===== config.mk =====
export PLATFORM = sky130hd
export DESIGN_NAME = sws_queue
export DESIGN_NICKNAME = d
export VERILOG_FILES = /design/src/rtl/core/sws_queue.sv
export SDC_FILE = /design/constraint.sdc
export NUM_CORES = 1
export LEC_CHECK = 0
export ABC_AREA = 1
export BUFFER_PORTS_ARGS = -buffer_cell sky130_fd_sc_hd__buf_2
export CORE_UTILIZATION = 64
export CTS_BUF_LIST = sky130_fd_sc_hd__clkbuf_8
export CTS_CLUSTER_DIAMETER = 50
export DETAILED_ROUTE_END_ITERATION = 7
export GPL_TIMING_DRIVEN = 0
export PLACE_DENSITY = 0.93
export SLEW_MARGIN = 10
export SYNTH_ARGS = -nofsm -noshare
export SYNTH_HDL_FRONTEND = slang
export SYNTH_SLANG_ARGS = --single-unit

===== constraint.sdc =====
create_clock -name clk -period 2.95 [get_ports clk]
set_clock_uncertainty 0.15 [all_clocks]
set_input_delay 0.4425 -clock clk [delete_from_list [all_inputs] [get_ports clk]]
set_output_delay 0.4425 -clock clk [all_outputs]
set_load 0.02 [all_outputs]

===== src/rtl/core/sws_queue.sv =====
// Short first-in first-out queue that parts the front from the back.
`default_nettype none

module sws_queue #(
    parameter int WIDTH = 8,
    parameter int DEPTH = 4
)
(
    input  wire logic             clk,
    input  wire logic             rst_n,
    input  wire logic             push_valid,
    output logic                  push_ready,
    input  wire logic [WIDTH-1:0] push_data,
    output logic                  pop_valid,
    input  wire logic             pop_ready,
    output logic [WIDTH-1:0]      pop_data
);

    localparam int PTR_W = $clog2(DEPTH);
    localparam int CNT_W = PTR_W + 1;

    logic [WIDTH-1:0] slot_reg [DEPTH];
    logic [PTR_W-1:0] wr_ptr_reg;
    logic [PTR_W-1:0] rd_ptr_reg;
    logic [CNT_W-1:0] count_reg;
    logic             do_push;
    logic             do_pop;

    assign push_ready = count_reg != CNT_W'(DEPTH);
    assign pop_valid  = count_reg != '0;
    assign pop_data   = slot_reg[rd_ptr_reg];
    assign do_push    = push_valid && push_ready;
    assign do_pop     = pop_valid && pop_ready;

    // Entry storage.
    always_ff @(posedge clk)
    begin
        if (do_push)
            slot_reg[wr_ptr_reg] <= push_data;
    end

    // Pointers and fill count.
    always_ff @(posedge clk or negedge rst_n)
    begin
        if (!rst_n)
        begin
            wr_ptr_reg <= '0;
            rd_ptr_reg <= '0;
            count_reg  <= '0;
        end
        else
        begin
            if (do_push)
                wr_ptr_reg <= (wr_ptr_reg == PTR_W'(DEPTH - 1)) ? '0 : wr_ptr_reg + PTR_W'(1);
            if (do_pop)
                rd_ptr_reg <= (rd_ptr_reg == PTR_W'(DEPTH - 1)) ? '0 : rd_ptr_reg + PTR_W'(1);
            if (do_push && !do_pop)
                count_reg <= count_reg + CNT_W'(1);
            else if (do_pop && !do_push)
                count_reg <= count_reg - CNT_W'(1);
        end
    end

endmodule

`default_nettype wire


* Word-level counts from Yosys, hierarchy flattened
Memories as Yosys holds them, arrays and structs flattened.
Cells that the tools add are included.
** Storage, ports and cells
- RAM bits :: 32
- Output and inout bits :: 10
- Memories kept :: 1
- Register bits :: 7
** Cells by class
- Equality and inequality tests :: 3
- Reduce and logical (&&, ||, !) cells :: 8
- Add/subtract/negate cells :: 4
- Muxes and demuxes :: 6
** Memories
- slot_reg :: depth 4, bits a word 8, rd ports 1, clocked after memory_dff 0, wr ports 1, line 22 : logic [WIDTH-1:0] slot_reg [DEPTH];
** Operators with widths (number)
- $mux 3 :: 2
- $add 2x1->2 const B :: 2
- $eq 2x2->1 const B :: 2
- $logic_and 1x1->1 :: 4
- $mux 2 :: 2
- $add 3x1->3 const B :: 1
- $ne 3x3->1 const B :: 1
- $reduce_bool 3->1 :: 1
- $sub 3x1->3 const B :: 1
- $logic_not 1->1 :: 2
- $mux 1 :: 2
- $reduce_bool 2->1 :: 1

* Logic depth before layout (Yosys ltp)
- Depth in word-level cells :: 6
- Depth in mapped cells :: 12

* Least setup slack after synthesis
OpenSTA, ideal clock, no wires.
- Path type :: register to register
- Start point :: reg count_reg[1]
- End point :: reg count_reg[2]
- Buffers on the path :: 0
- Stages on the path, launching flop included :: 11
- Data required time :: 2.683 ns
- Setup time :: 0.117 ns
- Path slack :: 0.973 ns
- Arrival :: 1.710 ns
- Cell sequence :: dfrtp_1 inv_1 nand3_1 nand2_2 ha_1 inv_1 fa_1 nand2_1 nand3_1 nand2_1 nand2_1
** On the way
- Cells in the longest elaborated chain, start to end :: 5
- Elaborated cells on any way between the ends :: 13
** RTL lines
- from (decl) :: line 25 : logic [CNT_W-1:0] count_reg;
- from (signal assigned) :: line 58 : count_reg <= count_reg + CNT_W'(1);
- from (signal assigned) :: line 60 : count_reg <= count_reg - CNT_W'(1);
- $reduce_bool 3->1 (*) :: line 30 : assign pop_valid = count_reg != '0;
- net pop_valid :: line 14 : output logic pop_valid,
- $logic_and 1x1->1 (*) :: line 33 : assign do_pop = pop_valid && pop_ready;
- $logic_not 1->1 :: line 57 : if (do_push && !do_pop)
- $logic_and 1x1->1 :: line 57
- $mux 3 / $reduce_bool 2->1 (equally long branches)
The timed path passes the listed nets; every way through them passes the cells marked *. The select of a mux whose other input is x is not followed.
A chain may end at the register's enable or synchronous reset.

* Final worst setup path
- Start point :: reg rd_ptr_reg[1]
- End point :: out pop_data[1]
** On the way
- Cells in the longest elaborated chain, start to end :: 1
** RTL lines
- from (decl) :: line 24 : logic [PTR_W-1:0] rd_ptr_reg;
- from (signal assigned) :: line 56 : rd_ptr_reg <= (rd_ptr_reg == PTR_W'(DEPTH - 1)) ? '0 : rd_ptr_reg + PTR_W'(1);
- $mem_v2 4x8
- to (decl) :: line 16 : output logic [WIDTH-1:0] pop_data
No other way between the ends.

==> impl_summary.md <==
Timing
For the pin with the worst max-slew slack, the measured transition is 0.866 ns. In this run the tightest slew margin relative to its limit is 42.0%. The number of max-slew violations in the final report is 0.

The final total negative setup slack is 0 ns. The total of endpoints with negative setup slack in the final report is 0. The final hold slack is roughly 0.20 ns. The worst path meets setup with 0.882 ns of slack. In the finished design, the share of the clock period the worst path needs comes to 70.1%. Setup repair after global routing left no endpoint under its margin. The final hold violation count came to 0. For the finished layout, the period the worst path requires is 2.07 ns. The highest clock frequency the design can meet is 484 MHz.

Synth
The synthesized design spends more area on one cell type than any other, namely edfxtp_1. The cell area after synthesis is 0.00175 sq mm. Each instance of the synthesized netlist takes up on average 11.5 sq um. The number of distinct standard cells referenced by the synthesized netlist is 16. The number of nets handed over by synthesis was approximately 170. Yosys attributes the largest share of cell area to edfxtp_1, dfrtp_1, nand2_1, o211ai_1, inv_1.

After technology mapping, the gate count stands at 152. Summing the sequential cell areas from Yosys gives 64.8% of the chip area. After synthesis the netlist holds a flip-flop and latch count of 39. The proportion of netlist area held by the largest area contributor is 54.8%. For this run, the number of Yosys warnings is 0.

Clock network
The number of setup buffers added after CTS is 0. Clock tree synthesis selected as its root buffer the cell clkbuf_8. For the worst-skew pair, the clock arrives at the later sink with an insertion delay of approximately 0.3 ns. The CTS sink count is 39.

The CTS tree is done. The clock passes through at most 2 buffers. Clock-pin slew was measured on the worst setup and hold paths at ~0.080 ns. The TritonCTS buffer count is 5. The H-tree generated during clock tree synthesis spans 2 levels.

Worst setup path
The critical path goes through buf_6 > inv_1 > o211ai_1 > nand2_1 > buf_2. At the worst endpoint, the required time is 2.36 ns. The highest fanout seen on the critical path is 10.

The largest single stage delay on the critical path is 0.41 ns. STA puts the critical path data arrival time at 1.48 ns. The worst setup path is launched from a register. The sort of element at the end of the critical path is an output pin. Among all stages on the critical path, the largest delay is contributed by dfrtp_1. The category of the most critical setup path is reg -> out.

The combined buffer and inverter count along the critical path is 3. The largest delay contributor family on the critical path is buffers and inverters.

Layout
Cells fill 81.0% of the core in the end. The fill cell total of the finished layout is 151. Registers take 0.00114 sq mm.

Leaving out fill and tap cells, the most frequent cells in the layout are nand2_1, edfxtp_1, inv_1. The synthesis-to-finish area growth is 16.5%. The area of the multi-input gates is approximately 450 sq um.

The proportion of layout cells with a drive suffix above 1 is 20.9%. The library cell used most frequently in the layout, excluding fill and tap cells, is nand2_1. The number of inserted diodes is 0.

After routing the design area is about 0.0020 sq mm. The flip-flop count of the largest register, all copies and words added is 32. The final-stage net count is 200. The final instance count without filler cells is 212.

Pwr
For this design the ratio of total power to cell area is 1100 mW/mm^2. The total power is 2.24 mW. The internal power of the cells is 1.39 mW. The relative contribution of the clock network to total power is 23.9%. The analysis attributes to cell leakage a power of 0.905 nW. The fraction of power consumed by combinational cells is 39.9%.

Of the total power, registers draw 36.3%. The switching component of the power is 0.846 mW. The share of total power consumed by net switching is 37.8%.

Across the VDD grid, the largest voltage drop is 0.931 mV.

Routing
The aggregate routed wire length is between 3000 and 4000 microns. The mean routed wirelength per cell is 16.2 microns. The detail-routed via count per cell is 5.69. Once detail routing completed, the nets flagged for antenna violations numbered 0.

The detailed router finished its first iteration with 39 violations. In the routed design, unresolved DRC markers number 0. For this block, the via count after detailed routing is ~1.2k. The detailed-router iteration count before antenna repair is 4.

Placement
Once placement finished, the instance area stood at 0.00190 sq mm. After detailed placement, the design holds a cell count of 203. The worst slack at placement is 0.920 ns. At the end of routability-driven placement, the weighted congestion stood at 0.771. The number of buffers inserted by port buffering is 21. The HPWL after detailed placement is about 2300 microns.

Floorplanning
The initial utilization of the core area, before any placement, comes to 69.5%. The die is 54.4 microns wide. The die outline area is 0.00295 sq mm. After floorplanning, the core was divided into 18 placement rows.

The floorplan step set the die height to 54.4 microns. The count of boundary I/O pins is 22. In this run the standard cell core region covers 0.00252 sq mm.

Hold path
In this run the worst hold path is classified as in -> reg.

Global route
The number of global-route vias before repair came to 1146. The pin count of the biggest net entering global routing is 14. For this run, the total global-route usage over all layers was measured as 29.0%.

The initial antenna violation count is 0. The first-pass GRT wire length is between 5000 and 6000 microns. The total global routing overflow is 0.

Job
Across the run, the number of max-cap violations was 0.

Status
The run finished with clean final reports.
layer usage:
metal	routed length [microns]	share of wire [%]	vias to the layer above	GRT usage, %
li1	-	-	562	-
met1	1400	41	578	35.2
met2	1700	50	53	44.9
met3	212	6.2	13	9.44
met4	125	3.6	0	17.5
met5	0	0	-	0
cells in the mapped netlist (all sizes together):
cell / number
dfrtp: 7
o21ai: 1
buf: 5
xnor2: 1
nor2: 6
nand4: 1
nand3: 7
inv: 30
nand2: 39
o211ai: 16
fa: 1
ha: 6
edfxtp: 32
area by class of cell:
type,count,share of cell area (%)
Multi-Input combinational cell,78,22.0
Buffer,5,2.76
Clock inverter,3,3.31
Timing Repair Buffer,22,5.63
Inverter,30,5.51
Clock buffer,5,3.37
Tap cell,30,1.84
Sequential cell,39,55.6
logic make-up (layout without fill, tap and decap cells):
kind of cell	after synthesis	count (layout)	synth area share (%)
simple gates	53	53	12.6
flops	39	39	64.8
buf+inv	35	65	9.63
compound gates	17	17	7.13
fa+ha+maj	7	7	5.42
xor+xnor	1	1	0.499
power by group through the flow:
stage               sequential [mW]  clock (mW)  combinational (mW)
detailed placement            0.824           0               0.873
floorplan                     0.804           0               0.635
finish                        0.813       0.535               0.893
global route                  0.827       0.559               0.995
global placement              0.812           0               0.818
CTS                           0.814       0.536               0.892
worst register-to-register path, delay by kind of cell (launching register included):
kind                     cells  cell delay, ns
adder cells (fa/ha/maj)      2            0.61
flip-flops                   1            0.40
AND/OR/NAND/NOR              3            0.35
buffers and inverters        3            0.26
AO/OA/AOI/OAI                1            0.12
what timing repair did:
action	in CTS	in global routing
gates resized for setup	0	0
hold buffers	1	0
hold endpoints to repair	7	0
worst paths after layout:
| path | startpoint | end | slack [ns] | depth (start not counted) |
|---|---|---|---|---|
| worst max-delay path | rd_ptr_reg[1]$_DFFE_PN0P_ | pop_data[1] | 0.88 | 5 |
| worst min-delay path | push_data[6] | slot_reg[3][6]$_DFFE_PP_ | 0.20 | 1 |
| worst max register to register | count_reg[1]$_DFFE_PN0P_ | count_reg[1]$_DFFE_PN0P_ | 0.91 | 9 |
| worst min register to register | count_reg[2]$_DFFE_PN0P_ | count_reg[2]$_DFFE_PN0P_ | 0.38 | 2 |
| max in group asynchronous | rst_n | count_reg[1]$_DFFE_PN0P_ | 2.14 | 2 |
| min in group asynchronous | rst_n | rd_ptr_reg[0]$_DFFE_PN0P_ | 0.35 | 2 |
Note: power is estimated with default switching activity, not from simulation.
