`src/rtl/core/sws_pkg.sv`:
```
// Shared types, constants and arithmetic helpers of the SH-wave grid step block.
`default_nettype none

package sws_pkg;

    // Field and arithmetic widths.
    localparam int DATA_W     = 32;
    localparam int COEF_W     = 31;
    localparam int DIFF_W     = DATA_W + 1;
    localparam int PROD_W     = 2 * DIFF_W;
    localparam int FRAC_W     = 16;
    localparam int TERM_W     = PROD_W - FRAC_W;
    localparam int SUM_W      = TERM_W + 2;
    localparam int CFG_IDX_W  = 8;
    localparam int CFG_DATA_W = 32;
    localparam int ROWS_CFG_W = 13;
    localparam int COLS_CFG_W = 11;

    // Depth of the queue between front and back.
    localparam int QUEUE_DEPTH = 4;

    // Configuration register indexes.
    localparam logic [CFG_IDX_W-1:0] REG_GRID_ROWS    = 8'd0;
    localparam logic [CFG_IDX_W-1:0] REG_GRID_COLS    = 8'd1;
    localparam logic [CFG_IDX_W-1:0] REG_STEP_OVER_DZ = 8'd2;
    localparam logic [CFG_IDX_W-1:0] REG_STEP_OVER_DX = 8'd3;

    // One grid point as it arrives.
    typedef struct packed {
        logic signed [DATA_W-1:0] vel_old;
        logic signed [DATA_W-1:0] szy_old;
        logic signed [DATA_W-1:0] szy_below;
        logic signed [DATA_W-1:0] sxy_old;
        logic signed [DATA_W-1:0] sxy_right;
        logic [COEF_W-1:0]        buoyancy;
        logic [COEF_W-1:0]        shear_modulus;
    } sws_point_t;

    // Position class of a point, decided by the front.
    typedef struct packed {
        logic upd_vel;
        logic upd_stress;
        logic frame_end;
    } sws_flags_t;

    // Time step ratios used by the back.
    typedef struct packed {
        logic [CFG_DATA_W-1:0] step_dz;
        logic [CFG_DATA_W-1:0] step_dx;
    } sws_steps_t;

    // Coefficient from a step times material product: drop 16 bits, clip to 2^31 - 1.
    function automatic logic [COEF_W-1:0] coef_sat(input logic signed [PROD_W-1:0] p);
        logic [COEF_W-1:0] c;
        if (|p[PROD_W-1:FRAC_W+COEF_W])
            c = {COEF_W{1'b1}};
        else
            c = p[FRAC_W+COEF_W-1:FRAC_W];
        return c;
    endfunction

    // Term from a coefficient times difference product, rounded toward minus infinity.
    function automatic logic signed [TERM_W-1:0] term_of(input logic signed [PROD_W-1:0] p);
        return p[PROD_W-1:FRAC_W];
    endfunction

    // Saturate a wide sum to the signed data range.
    function automatic logic signed [DATA_W-1:0] sat_data(input logic signed [SUM_W-1:0] v);
        logic signed [DATA_W-1:0] r;
        if ((&v[SUM_W-1:DATA_W-1]) || !(|v[SUM_W-1:DATA_W-1]))
            r = v[DATA_W-1:0];
        else if (v[SUM_W-1])
            r = {1'b1, {(DATA_W-1){1'b0}}};
        else
            r = {1'b0, {(DATA_W-1){1'b1}}};
        return r;
    endfunction

endpackage

`default_nettype wire

```
`src/rtl/core/sws_chan_if.sv`:
```
// Channel interfaces of the SH-wave grid step block: points, results and configuration.
`default_nettype none

interface sws_point_if;
    import sws_pkg::*;
    logic                     valid;
    logic                     ready;
    logic signed [DATA_W-1:0] vel_old;
    logic signed [DATA_W-1:0] szy_old;
    logic signed [DATA_W-1:0] szy_below;
    logic signed [DATA_W-1:0] sxy_old;
    logic signed [DATA_W-1:0] sxy_right;
    logic [COEF_W-1:0]        buoyancy;
    logic [COEF_W-1:0]        shear_modulus;

    modport source (output valid, vel_old, szy_old, szy_below, sxy_old, sxy_right,
                    buoyancy, shear_modulus, input ready);
    modport sink (input valid, vel_old, szy_old, szy_below, sxy_old, sxy_right,
                  buoyancy, shear_modulus, output ready);
endinterface


interface sws_cfg_if;
    import sws_pkg::*;
    logic                  valid;
    logic                  ready;
    logic [CFG_IDX_W-1:0]  index;
    logic [CFG_DATA_W-1:0] data;

    modport source (output valid, index, data, input ready);
    modport sink (input valid, index, data, output ready);
endinterface

`default_nettype wire

```
`src/rtl/core/sws_front.sv`:
```
// Front of the grid step block: configuration registers, raster position and point classing.
`default_nettype none

module sws_front
    import sws_pkg::*;
#(
    parameter int MAX_COLS = 1024,
    parameter int MAX_ROWS = 4096
)
(
    input  wire logic                        clk,
    input  wire logic                        rst_n,
    sws_point_if.sink                        point,
    sws_cfg_if.sink                          cfg,
    output logic                             push_valid,
    input  wire logic                        push_ready,
    output sws_point_t                       push_point,
    output sws_flags_t                       push_flags,
    output logic [$clog2(MAX_COLS)-1:0]      push_col,
    output sws_steps_t                       steps
);

    localparam int COL_W = $clog2(MAX_COLS);
    localparam int ROW_W = $clog2(MAX_ROWS);

    logic [ROWS_CFG_W-1:0] grid_rows_reg;
    logic [COLS_CFG_W-1:0] grid_cols_reg;
    logic [CFG_DATA_W-1:0] step_dz_reg;
    logic [CFG_DATA_W-1:0] step_dx_reg;
    logic [ROW_W-1:0]      row_reg;
    logic [COL_W-1:0]      col_reg;
    logic [ROW_W-1:0]      row_last;
    logic [COL_W-1:0]      col_last;
    logic                  last_row;
    logic                  last_col;
    logic                  take;
    logic                  cfg_take;
    logic                  size_write;

    // Configuration writes are always taken.
    assign cfg.ready  = 1'b1;
    assign cfg_take   = cfg.valid;
    assign size_write = cfg_take && (cfg.index == REG_GRID_ROWS || cfg.index == REG_GRID_COLS);

    // Last row and column index, with the sizes clamped to their legal range.
    always_comb
    begin
        if (32'(grid_rows_reg) > 32'(MAX_ROWS))
            row_last = ROW_W'(MAX_ROWS - 1);
        else if (grid_rows_reg < ROWS_CFG_W'(2))
            row_last = ROW_W'(1);
        else
            row_last = ROW_W'(grid_rows_reg - ROWS_CFG_W'(1));

        if (32'(grid_cols_reg) > 32'(MAX_COLS))
            col_last = COL_W'(MAX_COLS - 1);
        else if (grid_cols_reg < COLS_CFG_W'(2))
            col_last = COL_W'(1);
        else
            col_last = COL_W'(grid_cols_reg - COLS_CFG_W'(1));
    end

    // Classify the point at the current position.
    assign last_row = row_reg >= row_last;
    assign last_col = col_reg >= col_last;

    assign push_valid            = point.valid;
    assign point.ready           = push_ready;
    assign take                  = point.valid && push_ready;
    assign push_flags.upd_vel    = !last_row && !last_col;
    assign push_flags.upd_stress = (row_reg != '0) && (col_reg != '0);
    assign push_flags.frame_end  = last_row && last_col;
    assign push_col              = col_reg;

    assign push_point.vel_old       = point.vel_old;
    assign push_point.szy_old       = point.szy_old;
    assign push_point.szy_below     = point.szy_below;
    assign push_point.sxy_old       = point.sxy_old;
    assign push_point.sxy_right     = point.sxy_right;
    assign push_point.buoyancy      = point.buoyancy;
    assign push_point.shear_modulus = point.shear_modulus;

    assign steps.step_dz = step_dz_reg;
    assign steps.step_dx = step_dx_reg;

    // Register file and raster position; a size write restarts the frame.
    always_ff @(posedge clk or negedge rst_n)
    begin
        if (!rst_n)
        begin
            grid_rows_reg <= ROWS_CFG_W'(2);
            grid_cols_reg <= COLS_CFG_W'(2);
            step_dz_reg   <= '0;
            step_dx_reg   <= '0;
            row_reg       <= '0;
            col_reg       <= '0;
        end
        else
        begin
            if (cfg_take)
            begin
                unique case (cfg.index)
                    REG_GRID_ROWS:    grid_rows_reg <= cfg.data[ROWS_CFG_W-1:0];
                    REG_GRID_COLS:    grid_cols_reg <= cfg.data[COLS_CFG_W-1:0];
                    REG_STEP_OVER_DZ: step_dz_reg   <= cfg.data;
                    REG_STEP_OVER_DX: step_dx_reg   <= cfg.data;
                    default:          ;
                endcase
            end

            if (size_write)
            begin
                row_reg <= '0;
                col_reg <= '0;
            end
            else if (take)
            begin
                if (last_col)
                begin
                    col_reg <= '0;
                    row_reg <= last_row ? '0 : row_reg + ROW_W'(1);
                end
                else
                begin
                    col_reg <= col_reg + COL_W'(1);
                end
            end
        end
    end

endmodule

`default_nettype wire

```
`src/flat_wrapper.sv`:
```
// flat-port wrapper written by rule: the top's interface ports become plain ports
module sws_front_flat import sws_pkg::*;
#(
    parameter int MAX_COLS = 1024,
    parameter int MAX_ROWS = 4096
)
  (clk, rst_n, push_valid, push_ready, push_point, push_flags, push_col, steps, point_valid, point_vel_old, point_szy_old, point_szy_below, point_sxy_old, point_sxy_right, point_buoyancy, point_shear_modulus, point_ready, cfg_valid, cfg_index, cfg_data, cfg_ready);
  sws_point_if point_i ();
  sws_cfg_if cfg_i ();
  input  wire logic clk;
  input  wire logic rst_n;
  output logic push_valid;
  input  wire logic push_ready;
  output sws_point_t push_point;
  output sws_flags_t push_flags;
  output logic [$clog2(MAX_COLS)-1:0] push_col;
  output sws_steps_t steps;
  input wire logic [$bits(point_i.valid)-1:0] point_valid;
  input wire logic [$bits(point_i.vel_old)-1:0] point_vel_old;
  input wire logic [$bits(point_i.szy_old)-1:0] point_szy_old;
  input wire logic [$bits(point_i.szy_below)-1:0] point_szy_below;
  input wire logic [$bits(point_i.sxy_old)-1:0] point_sxy_old;
  input wire logic [$bits(point_i.sxy_right)-1:0] point_sxy_right;
  input wire logic [$bits(point_i.buoyancy)-1:0] point_buoyancy;
  input wire logic [$bits(point_i.shear_modulus)-1:0] point_shear_modulus;
  output wire logic [$bits(point_i.ready)-1:0] point_ready;
  input wire logic [$bits(cfg_i.valid)-1:0] cfg_valid;
  input wire logic [$bits(cfg_i.index)-1:0] cfg_index;
  input wire logic [$bits(cfg_i.data)-1:0] cfg_data;
  output wire logic [$bits(cfg_i.ready)-1:0] cfg_ready;
  assign point_i.valid = point_valid;
  assign point_i.vel_old = point_vel_old;
  assign point_i.szy_old = point_szy_old;
  assign point_i.szy_below = point_szy_below;
  assign point_i.sxy_old = point_sxy_old;
  assign point_i.sxy_right = point_sxy_right;
  assign point_i.buoyancy = point_buoyancy;
  assign point_i.shear_modulus = point_shear_modulus;
  assign point_ready = point_i.ready;
  assign cfg_i.valid = cfg_valid;
  assign cfg_i.index = cfg_index;
  assign cfg_i.data = cfg_data;
  assign cfg_ready = cfg_i.ready;
  sws_front #(.MAX_COLS(MAX_COLS), .MAX_ROWS(MAX_ROWS)) u_core (.clk(clk), .rst_n(rst_n), .point(point_i), .cfg(cfg_i), .push_valid(push_valid), .push_ready(push_ready), .push_point(push_point), .push_flags(push_flags), .push_col(push_col), .steps(steps));
endmodule
```
`config.mk`:
```
export PLATFORM = sky130hd
export DESIGN_NAME = sws_front_flat
export DESIGN_NICKNAME = d
export VERILOG_FILES = /design/src/rtl/core/sws_pkg.sv /design/src/rtl/core/sws_chan_if.sv /design/src/rtl/core/sws_front.sv /design/src/flat_wrapper.sv
export SDC_FILE = /design/constraint.sdc
export NUM_CORES = 1
export LEC_CHECK = 0
export BUFFER_PORTS_ARGS = -buffer_cell sky130_fd_sc_hd__buf_2
export CORE_AREA = 2 2 222 224
export DETAILED_ROUTE_END_ITERATION = 10
export DIE_AREA = 0 0 224 226
export GPL_ROUTABILITY_DRIVEN = 1
export PLACE_DENSITY = 0.44
export SLEW_MARGIN = 20
export SYNTH_ARGS = -nofsm -noshare
export SYNTH_HDL_FRONTEND = slang
export SYNTH_SLANG_ARGS = --single-unit
```
`constraint.sdc`:
```
create_clock -name clk -period 9.62 [get_ports clk]
set_input_delay 0 -clock clk [delete_from_list [all_inputs] [get_ports clk]]
set_output_delay 0 -clock clk [all_outputs]
set_load 0.05 [all_outputs]
```
# --- Yosys cells after proc, flatten, opt, wreduce, memory -nomap -nowiden ---
# Index checks and enable logic that the tools add are counted.
word_totals:
  reg_bits: 110
  input_bits: 267
  out_inout_bits: 302
  word_cells: 48
classes:
  n_addsub: 4
  magnitude_cmp: 6
  n_eq_ne: 3
  n_mux: 11
  reduce_logical: 18
op_table:
  columns: ["op", "n"]
  rows:
  - ["$mux W12", 6]
  - ["$mux W10", 5]
  - ["$eq A8 B2 Y1 const B", 2]
  - ["$gt A13 B13 Y1 const B", 1]
  - ["$lt A13 B2 Y1 const B", 1]
  - ["$add A12 B1 Y12 const B", 1]
  - ["$ge A12 B12 Y1", 1]
  - ["$reduce_bool A12 Y1", 1]
  - ["$sub A12 B1 Y12 const B", 1]
  - ["$gt A11 B11 Y1 const B", 1]
  - ["$lt A11 B2 Y1 const B", 1]
  - ["$add A10 B1 Y10 const B", 1]
  - ["$ge A10 B10 Y1", 1]
  - ["$reduce_and A2 Y1", 5]
  - ["$reduce_bool A10 Y1", 1]
  - ["$sub A10 B1 Y10 const B", 1]
  - ["$eq A8 B1 Y1 const B", 1]
  - ["$logic_not A8 Y1", 1]
  - ["$logic_and A1 B1 Y1", 5]
  - ["$reduce_bool A2 Y1", 2]
  - ["$logic_not A1 Y1", 2]
  - ["$logic_or A1 B1 Y1", 1]

# --- Logic depth before layout (Yosys ltp) ---
# Gate-level depths: netlist of the first run.
logic_depth:
  depth_word: 8
  mapped_depth: 15
  mapped_depth_nobuf: 14

# --- Least setup slack after synthesis of the first run ---
# Ideal clock, no wire load.
synth_timing:
  kind: "flip-flop to output port"
  startpoint: "register u_core.grid_rows_reg[7]"
  endpoint: "output port push_flags[2] (netlist name)"
  t_arrival_ps: 3538
  t_required_ps: 9620
  path_slack_ps: 6082
  path_stages_with_launch: 13
  path_buffers: 1
  cell_sequence: "dfrtp_1 or4_1 nor2_1 nand3_1 and2_1 clkbuf_1 a21oi_1 ha_1 a211oi_1 o21ai_0 a21oi_1 o21ai_0 nor3_1"
synth_rtl:
  columns: ["item", "line", "text"]
  rows:
  - ["from (decl)", "sws_front.sv:26", "logic [ROWS_CFG_W-1:0] grid_rows_reg;"]
  - ["from (signal assigned)", "sws_front.sv:103", "REG_GRID_ROWS: grid_rows_reg <= cfg.data[ROWS_CFG_W-1:0];"]
  - ["to (decl)", "flat_wrapper.sv:15", "output sws_flags_t push_flags;"]

==> flow_summary.json, run 1 <==
{
  "status": "finished, final reports clean",
  "worst-endpoint-arrival_ns": 3.85,
  "post-route-period-util_pct": 40.1,
  "synth-seq-area-share_pct": 38.1,
  "setup_viol_count_final": 0,
  "global_route.overflow_total": 0,
  "worst-slew-pin-transition_ns": 0.821,
  "yosysTopAreaCellShare_pct": 37.3,
  "layout-drive-gt1-share_pct": 36.6,
  "rsz0062_at_grt": "no",
  "instances_no_fill": 1264,
  "cts_made_buffers": 9,
  "diodes": 0,
  "die_height_um": 226,
  "fillerInstances": 5375,
  "placed_cell_count": 1215,
  "setup-tns-final_ns": 0,
  "max_slew_headroom_pct": 45.3,
  "cts_tree": "yes",
  "ios": 569,
  "grt_pass1_wl_um": 49900,
  "cts_sinks": 110,
  "post_synth_num_cell_types": 45,
  "dr.first_iter.drc_count": 141,
  "grt_antenna_before_repair": 1,
  "largest_net_degree_at_the_start_of_global_routing": 62,
  "die_w_um": 224,
  "ys_top_cells_by_area": "sky130_fd_sc_hd__dfrtp_1, sky130_fd_sc_hd__buf_4, sky130_fd_sc_hd__mux2_2, sky130_fd_sc_hd__ha_1, sky130_fd_sc_hd__xor2_1",
  "number_of_levels_the_h_tree_was_split_into": 3,
  "worst_skew_pair.late_latency_ns": 0.36,
  "max_cap_violations": 0,
  "synth_nets": 1001,
  "switching_power_mw": 0.507,
  "setup.worst_path.class": "flop to output port",
  "port-buffer-count": 123,
  "capturing_element_type_of_the_critical_path": "output port",
  "final_hold_viol_count": 0,
  "gp_congestion": 0.814,
  "powerDensity_nw_per_um2": 176,
  "synth_enable_flop_cells": 0,
  "cts-root-buf": "sky130_fd_sc_hd__clkbuf_16",
  "floorplan.initialDensity_pct": 15.0,
  "share_seq_of_total_power_pct": 40.7,
  "ys_dominant_reg_cell": "sky130_fd_sc_hd__dfrtp_1",
  "grt_util_all_layers_pct": 14.9,
  "async_reset_ff_share_pct": 100,
  "first_global_vias": 4880,
  "worst_ep_required_time_ns": 9.62,
  "clock_share_of_power_pct": 27.7,
  "syn_area_per_cell_um2": 10.3,
  "detailedRoute.firstPassIterationCount": 4,
  "detailed_route_wl_um": 39200,
  "dr_total_vias": 4770,
  "max_clock_freq_mhz": 260,
  "combinationalPowerShare_pct": 31.6,
  "p_leak_nw": 3.72,
  "hold_path.class": "primary input to output port",
  "critical_path.max_fanout": 10,
  "report.final.slew_viol_count": 0,
  "core-area_um2": 48300,
  "worst_ir_drop_vdd_mv": 0.0773,
  "place.detailed.hpwl_um": 34200,
  "clock-skew-final_ns": 0.00624,
  "period_minus_slack_ns": 3.85,
  "drc": 0,
  "num_rows": 81,
  "route.antenna.remaining_nets": 0,
  "die_area_um2": 50600,
  "worst_setup_hold_path_clk_slew_ns": 0.07,
  "yosys_warnings": 0,
  "synth_cells": 706,
  "nets": 932,
  "synthToLayoutAreaGrowth_pct": 3.92,
  "clockBufferDepth": 2,
  "sw_share_pct": 38.3,
  "netlist_area_um2": 7240,
  "routed_via_density": 3.77,
  "routed_wire_length_per_instance_um": 31.0,
  "cts-resized-gates": 0,
  "cellInternalPower_mw": 0.817,
  "worst_setup_path_start_kind": "flop",
  "postSynthRegisterBits": 110,
  "yosys.area.top_type": "sky130_fd_sc_hd__dfrtp_1"
}
## synthesized netlist by cell type, types with 5 or more instances
cell	instances
sky130_fd_sc_hd__mux2_2	86
sky130_fd_sc_hd__o21ai_0	11
sky130_fd_sc_hd__a211o_1	5
sky130_fd_sc_hd__inv_1	15
sky130_fd_sc_hd__xnor2_1	6
sky130_fd_sc_hd__nand4_1	5
sky130_fd_sc_hd__nor4_1	12
sky130_fd_sc_hd__a21o_1	6
sky130_fd_sc_hd__nand2_1	30
sky130_fd_sc_hd__or3_1	7
sky130_fd_sc_hd__nor2_1	24
sky130_fd_sc_hd__clkbuf_1	7
sky130_fd_sc_hd__ha_1	28
sky130_fd_sc_hd__nor3_1	11
sky130_fd_sc_hd__dfrtp_1	108
sky130_fd_sc_hd__buf_4	226
sky130_fd_sc_hd__xor2_1	17
sky130_fd_sc_hd__a21oi_1	29
sky130_fd_sc_hd__nand3_1	16
## kinds of logic (layout without fill, tap and decap cells)
kind of cell / after synthesis / count (layout) / share of synthesized area (%)
mux: 88 / 88 / 13.7
buf+inv: 256 / 192 / 25.2
other cells: 1 / 1 / 0.0518
compound gates: 67 / 67 / 5.79
fa+ha+maj: 28 / 28 / 4.84
xor+xnor: 23 / 23 / 2.78
simple gates: 133 / 133 / 9.68
flops: 110 / 110 / 38.1
## power groups by stage
| stage | Combinational [mW] | Clock [mW] | Sequential [mW] |
|---|---|---|---|
| floorplan | 0.468 | 0 | 0.605 |
| global placement | 0.407 | 0 | 0.546 |
| detailed placement | 0.410 | 0 | 0.547 |
| CTS | 0.422 | 0.383 | 0.538 |
| global route | 0.462 | 0.400 | 0.545 |
| finish | 0.418 | 0.366 | 0.538 |
## metal layers
layer  vias up  part of all wire [%]  GRT usage, %
met1      2156                    27          11.7
li1       2041                     -             -
met4         2                   1.1          2.62
met5         -                  0.36          2.25
met3        30                    28          19.2
met2       541                    44          22.7
## metrics by stage
step                hold slack (ns)  util [%]  total power, mW  setup WS, ns  instance area (um2)
floorplan                    -0.296         -             1.07          6.08                 7240
finish                    0.0000171      15.6             1.32          5.77                 7520
CTS                        0.000341      15.6             1.34          5.65                 7520
global route              0.0000989      15.6             1.41          5.29                 7520
global placement           0.000341      14.3            0.953          5.90                 6910
detailed placement         0.000341      14.3            0.957          5.86                 6910
## worst max-delay path, cell delays in order, from the launching register on
cell and delay [ns]:
sky130_fd_sc_hd__dfrtp_1 0.43, sky130_fd_sc_hd__nor4_1 0.38, sky130_fd_sc_hd__nand2b_1 0.13, sky130_fd_sc_hd__or4_1 0.65
sky130_fd_sc_hd__a21oi_1 0.25, sky130_fd_sc_hd__ha_1 0.29, sky130_fd_sc_hd__a21o_1 0.18, sky130_fd_sc_hd__a21oi_1 0.13
sky130_fd_sc_hd__o21ai_0 0.17, sky130_fd_sc_hd__nor3_1 0.50, sky130_fd_sc_hd__buf_2 0.38
## area by class of cell
type                            instances  area (um2)  area share, %
Multi-Input combinational cell        340        2660           35.4
Timing Repair Buffer                  161         986           13.1
Tap cell                              622         778           10.3
Sequential cell                       110        2760           36.6
Clock inverter                          6        56.3          0.748
Inverter                               15        56.3          0.748
Clock buffer                           10         229           3.04
## worst paths after layout
path | endpoint | cells past startpoint | startpoint | slack [ns]
worst max register to register | u_core.row_reg[10]$_DFFE_PN0P_ | 13 | u_core.grid_cols_reg[4]$_DFFE_PN0P_ | 5.86
max in group asynchronous | u_core.push_col[1]$_DFFE_PN0P_ | 3 | rst_n | 8.14
worst max-delay path | push_flags[2] | 10 | u_core.grid_cols_reg[4]$_DFFE_PN0P_ | 5.77
min in group asynchronous | u_core.step_dz_reg[26]$_DFFE_PN0P_ | 2 | rst_n | 0.19
worst min register to register | u_core.step_dx_reg[5]$_DFFE_PN0P_ | 1 | u_core.step_dx_reg[5]$_DFFE_PN0P_ | 0.50
worst min-delay path | push_point[110] | 0 | point_sxy_old[16] | 0.00002
## cell usage in the layout (no fill, tap or decap), types with 15 or more instances in the layout
master                          count
sky130_fd_sc_hd__mux2_2            86
sky130_fd_sc_hd__inv_1             15
sky130_fd_sc_hd__ha_1              28
sky130_fd_sc_hd__dlygate4sd3_1     33
sky130_fd_sc_hd__dfrtp_1          108
sky130_fd_sc_hd__xor2_1            17
sky130_fd_sc_hd__nand2_1           30
sky130_fd_sc_hd__buf_2            122
sky130_fd_sc_hd__nand3_1           16
sky130_fd_sc_hd__nor2_1            24
sky130_fd_sc_hd__a21oi_1           29
## timing repair
| action | in CTS | in global routing |
|---|---|---|
| endpoints found under the hold margin | 130 | 0 |
| hold buffers | 33 | 0 |
| buffers inserted | 0 | 0 |
Note: power is estimated with default switching activity, not from simulation.
==> inputs of run 2 (changes only) <==
--- a/config.mk
+++ b/config.mk
@@ -6,11 +6,11 @@
 export NUM_CORES = 1
 export LEC_CHECK = 0
 export BUFFER_PORTS_ARGS = -buffer_cell sky130_fd_sc_hd__buf_2
-export CORE_AREA = 2 2 222 224
+export CORE_AREA = 2 2 221 223
 export DETAILED_ROUTE_END_ITERATION = 10
-export DIE_AREA = 0 0 224 226
+export DIE_AREA = 0 0 223 225
 export GPL_ROUTABILITY_DRIVEN = 1
-export PLACE_DENSITY = 0.44
+export PLACE_DENSITY = 0.45
 export SLEW_MARGIN = 20
 export SYNTH_ARGS = -nofsm -noshare
 export SYNTH_HDL_FRONTEND = slang
==> constraint.sdc (replaced) <==
create_clock -name clk -period 3.3 [get_ports clk]
set_input_delay 0 -clock clk [delete_from_list [all_inputs] [get_ports clk]]
set_output_delay 0 -clock clk [all_outputs]
set_load 0.05 [all_outputs]
==> flow_summary.json, run 2 (synthesis results as in run 1) <==
{
  "status": "finished, violations left",
  "violations": "setup timing",
  "timing.critical_path.cells": "nor4_4 -> nand2b_1 -> or3_4 -> or3_4 -> mux2i_1 -> and2_4 -> ha_4 -> nand4_1 -> o21ai_2 -> buf_6 -> nor2_4 -> nor2b_4 -> buf_12",
  "cts_sinks": 110,
  "max_slew_headroom_pct": 49.3,
  "cp_slowest_cell": "sky130_fd_sc_hd__dfrtp_1",
  "dr_total_vias": 4917,
  "worst_path_dominant_cell_family": "simple AND/OR/NAND/NOR gates",
  "layout_setup_ws_ns": -0.0137,
  "drc": 0,
  "sw_share_pct": 38.2,
  "routed_wire_length_per_instance_um": 29.2,
  "setup-tns-final_ns": -0.0137,
  "worst-slew-pin-transition_ns": 0.760,
  "cellInternalPower_mw": 2.63,
  "nets": 969,
  "critical-path-top-cell-by-count": "sky130_fd_sc_hd__or3_4",
  "cts_tree": "yes",
  "switching_power_mw": 1.63,
  "die_height_um": 225,
  "synthToLayoutAreaGrowth_pct": 12.3,
  "num_rows": 80,
  "power.total_mw": 4.26,
  "die_area_um2": 50200,
  "number_of_levels_the_h_tree_was_split_into": 3,
  "p_leak_nw": 3.99,
  "report.final.slew_viol_count": 0,
  "mostFrequentLayoutCells": "sky130_fd_sc_hd__buf_2, sky130_fd_sc_hd__dfrtp_1, sky130_fd_sc_hd__mux2_2",
  "first_global_vias": 5027,
  "worst_skew_pair.late_latency_ns": 0.36,
  "core-area_um2": 47500,
  "rsz0062_at_grt": "yes",
  "port-buffer-count": 123,
  "max_cap_violations": 0,
  "layout-drive-gt1-share_pct": 46.2,
  "largest_net_degree_at_the_start_of_global_routing": 57,
  "grt_pass1_wl_um": 48800,
  "clockBufferDepth": 2,
  "ios": 569,
  "max_clock_freq_mhz": 302,
  "clock_share_of_power_pct": 25.4,
  "global_route.overflow_total": 0,
  "cts-root-buf": "sky130_fd_sc_hd__clkbuf_16",
  "setup.worst_path.class": "flop to output port",
  "hold_path.class": "primary input to output port",
  "share_seq_of_total_power_pct": 37.0,
  "worst_setup_hold_path_clk_slew_ns": 0.08,
  "cp_slowest_stage_delay_ns": 0.41,
  "final.hold.worst_slack_ns": 0.0000162,
  "grt_util_all_layers_pct": 14.5,
  "worst_setup_path_start_kind": "flop",
  "period_minus_slack_ns": 3.31,
  "dpl_worst_slack_ns": -0.107,
  "instances_no_fill": 1294,
  "powerDensity_nw_per_um2": 524,
  "worst_ir_drop_vdd_mv": 0.263,
  "worst_ep_required_time_ns": 3.30,
  "routed_via_density": 3.80,
  "combinationalPowerShare_pct": 37.7,
  "grt_antenna_before_repair": 1,
  "post-route-period-util_pct": 100,
  "placed_cell_count": 1239,
  "place.detailed.hpwl_um": 32500,
  "dr.first_iter.drc_count": 214,
  "die_w_um": 223,
  "critical_path.max_fanout": 3,
  "mostFrequentLayoutCell": "sky130_fd_sc_hd__buf_2",
  "cts_made_buffers": 9,
  "gp_congestion": 0.830,
  "diodes": 0,
  "worst-endpoint-arrival_ns": 3.31,
  "floorplan.initialDensity_pct": 15.2,
  "capturing_element_type_of_the_critical_path": "output port",
  "route.antenna.remaining_nets": 0,
  "regToRegSetupSlack_ns": 0,
  "fillerInstances": 5259,
  "detailed_route_wl_um": 37800,
  "final_hold_viol_count": 0,
  "clock-skew-final_ns": 0.00601,
  "setup_viol_count_final": 1,
  "detailedRoute.firstPassIterationCount": 6,
  "critPathBufInv": 2
}
-- run 2: worst register-to-register path, delay by kind of cell (launching register included) --
| kind | cells | cell delay (ns) |
|---|---|---|
| and+or+nand+nor | 6 | 1.37 |
| AOI/OAI and AO/OA | 4 | 0.59 |
| buffers and inverters | 3 | 0.43 |
| DFF | 1 | 0.41 |
| adders and majority gates | 1 | 0.28 |
| muxes | 1 | 0.13 |
-- run 2: cell type report --
type | count | area [um2] | area share (%)
repair buffers | 197 | 1320 | 16.3
multi-input cells | 341 | 2930 | 36.1
well taps | 615 | 769 | 9.46
flip-flops and latches | 110 | 2760 | 33.9
inverters | 15 | 56.3 | 0.693
clock inverters | 6 | 53.8 | 0.662
clock buffers | 10 | 239 | 2.94
-- run 2: final timing paths --
path                                                     start                                   to  depth (start not counted)
max reg2reg                u_core.grid_cols_reg[3]$_DFFE_PN0P_        u_core.row_reg[6]$_DFFE_PN0P_                         15
max                        u_core.grid_cols_reg[3]$_DFFE_PN0P_                        push_flags[0]                         13
max in group asynchronous                                rst_n  u_core.grid_rows_reg[1]$_DFFE_PN1P_                          3
min reg2reg                  u_core.step_dx_reg[2]$_DFFE_PN0P_    u_core.step_dx_reg[2]$_DFFE_PN0P_                          1
min in group asynchronous                                rst_n   u_core.step_dz_reg[28]$_DFFE_PN0P_                          2
min                                          point_sxy_old[25]                      push_point[119]                          0
-- run 2: timing repair --
| item | CTS | global route |
|---|---|---|
| endpoints found under the hold margin | 130 | 0 |
| cloned | 0 | 1 |
| setup endpoints to repair | 21 | 21 |
| hold buffers | 32 | 0 |
| gates resized for setup | 26 | 32 |
| buffers inserted | 5 | 2 |
| pin swaps | 8 | 12 |
-- run 2: power groups by stage --
stage,Combinational [mW],Clock [mW],Sequential [mW]
global placement,1.37,0,1.60
detailed placement,1.37,0,1.60
floorplan,1.39,0,1.76
finish,1.61,1.08,1.58
global route,1.74,1.17,1.60
CTS,1.50,1.12,1.57
-- run 2: layer usage --
metal | GRT usage [%] | up-vias | share of wire [%]
li1 | - | 2122 | -
met1 | 10.4 | 2252 | 25
met2 | 22.6 | 503 | 45
met3 | 19.5 | 40 | 29
met4 | 2.97 | 0 | 1.2
met5 | 0 | - | 0
-- run 2: per-stage QoR --
stage / utilization, % / area, um2
4_1_cts: 16.7 / 7940
6_report: 17.1 / 8130
3_5_place_dp: 15.1 / 7190
3_3_place_gp: 15.1 / 7190
5_1_grt: 17.1 / 8130
2_1_floorplan: - / 7270
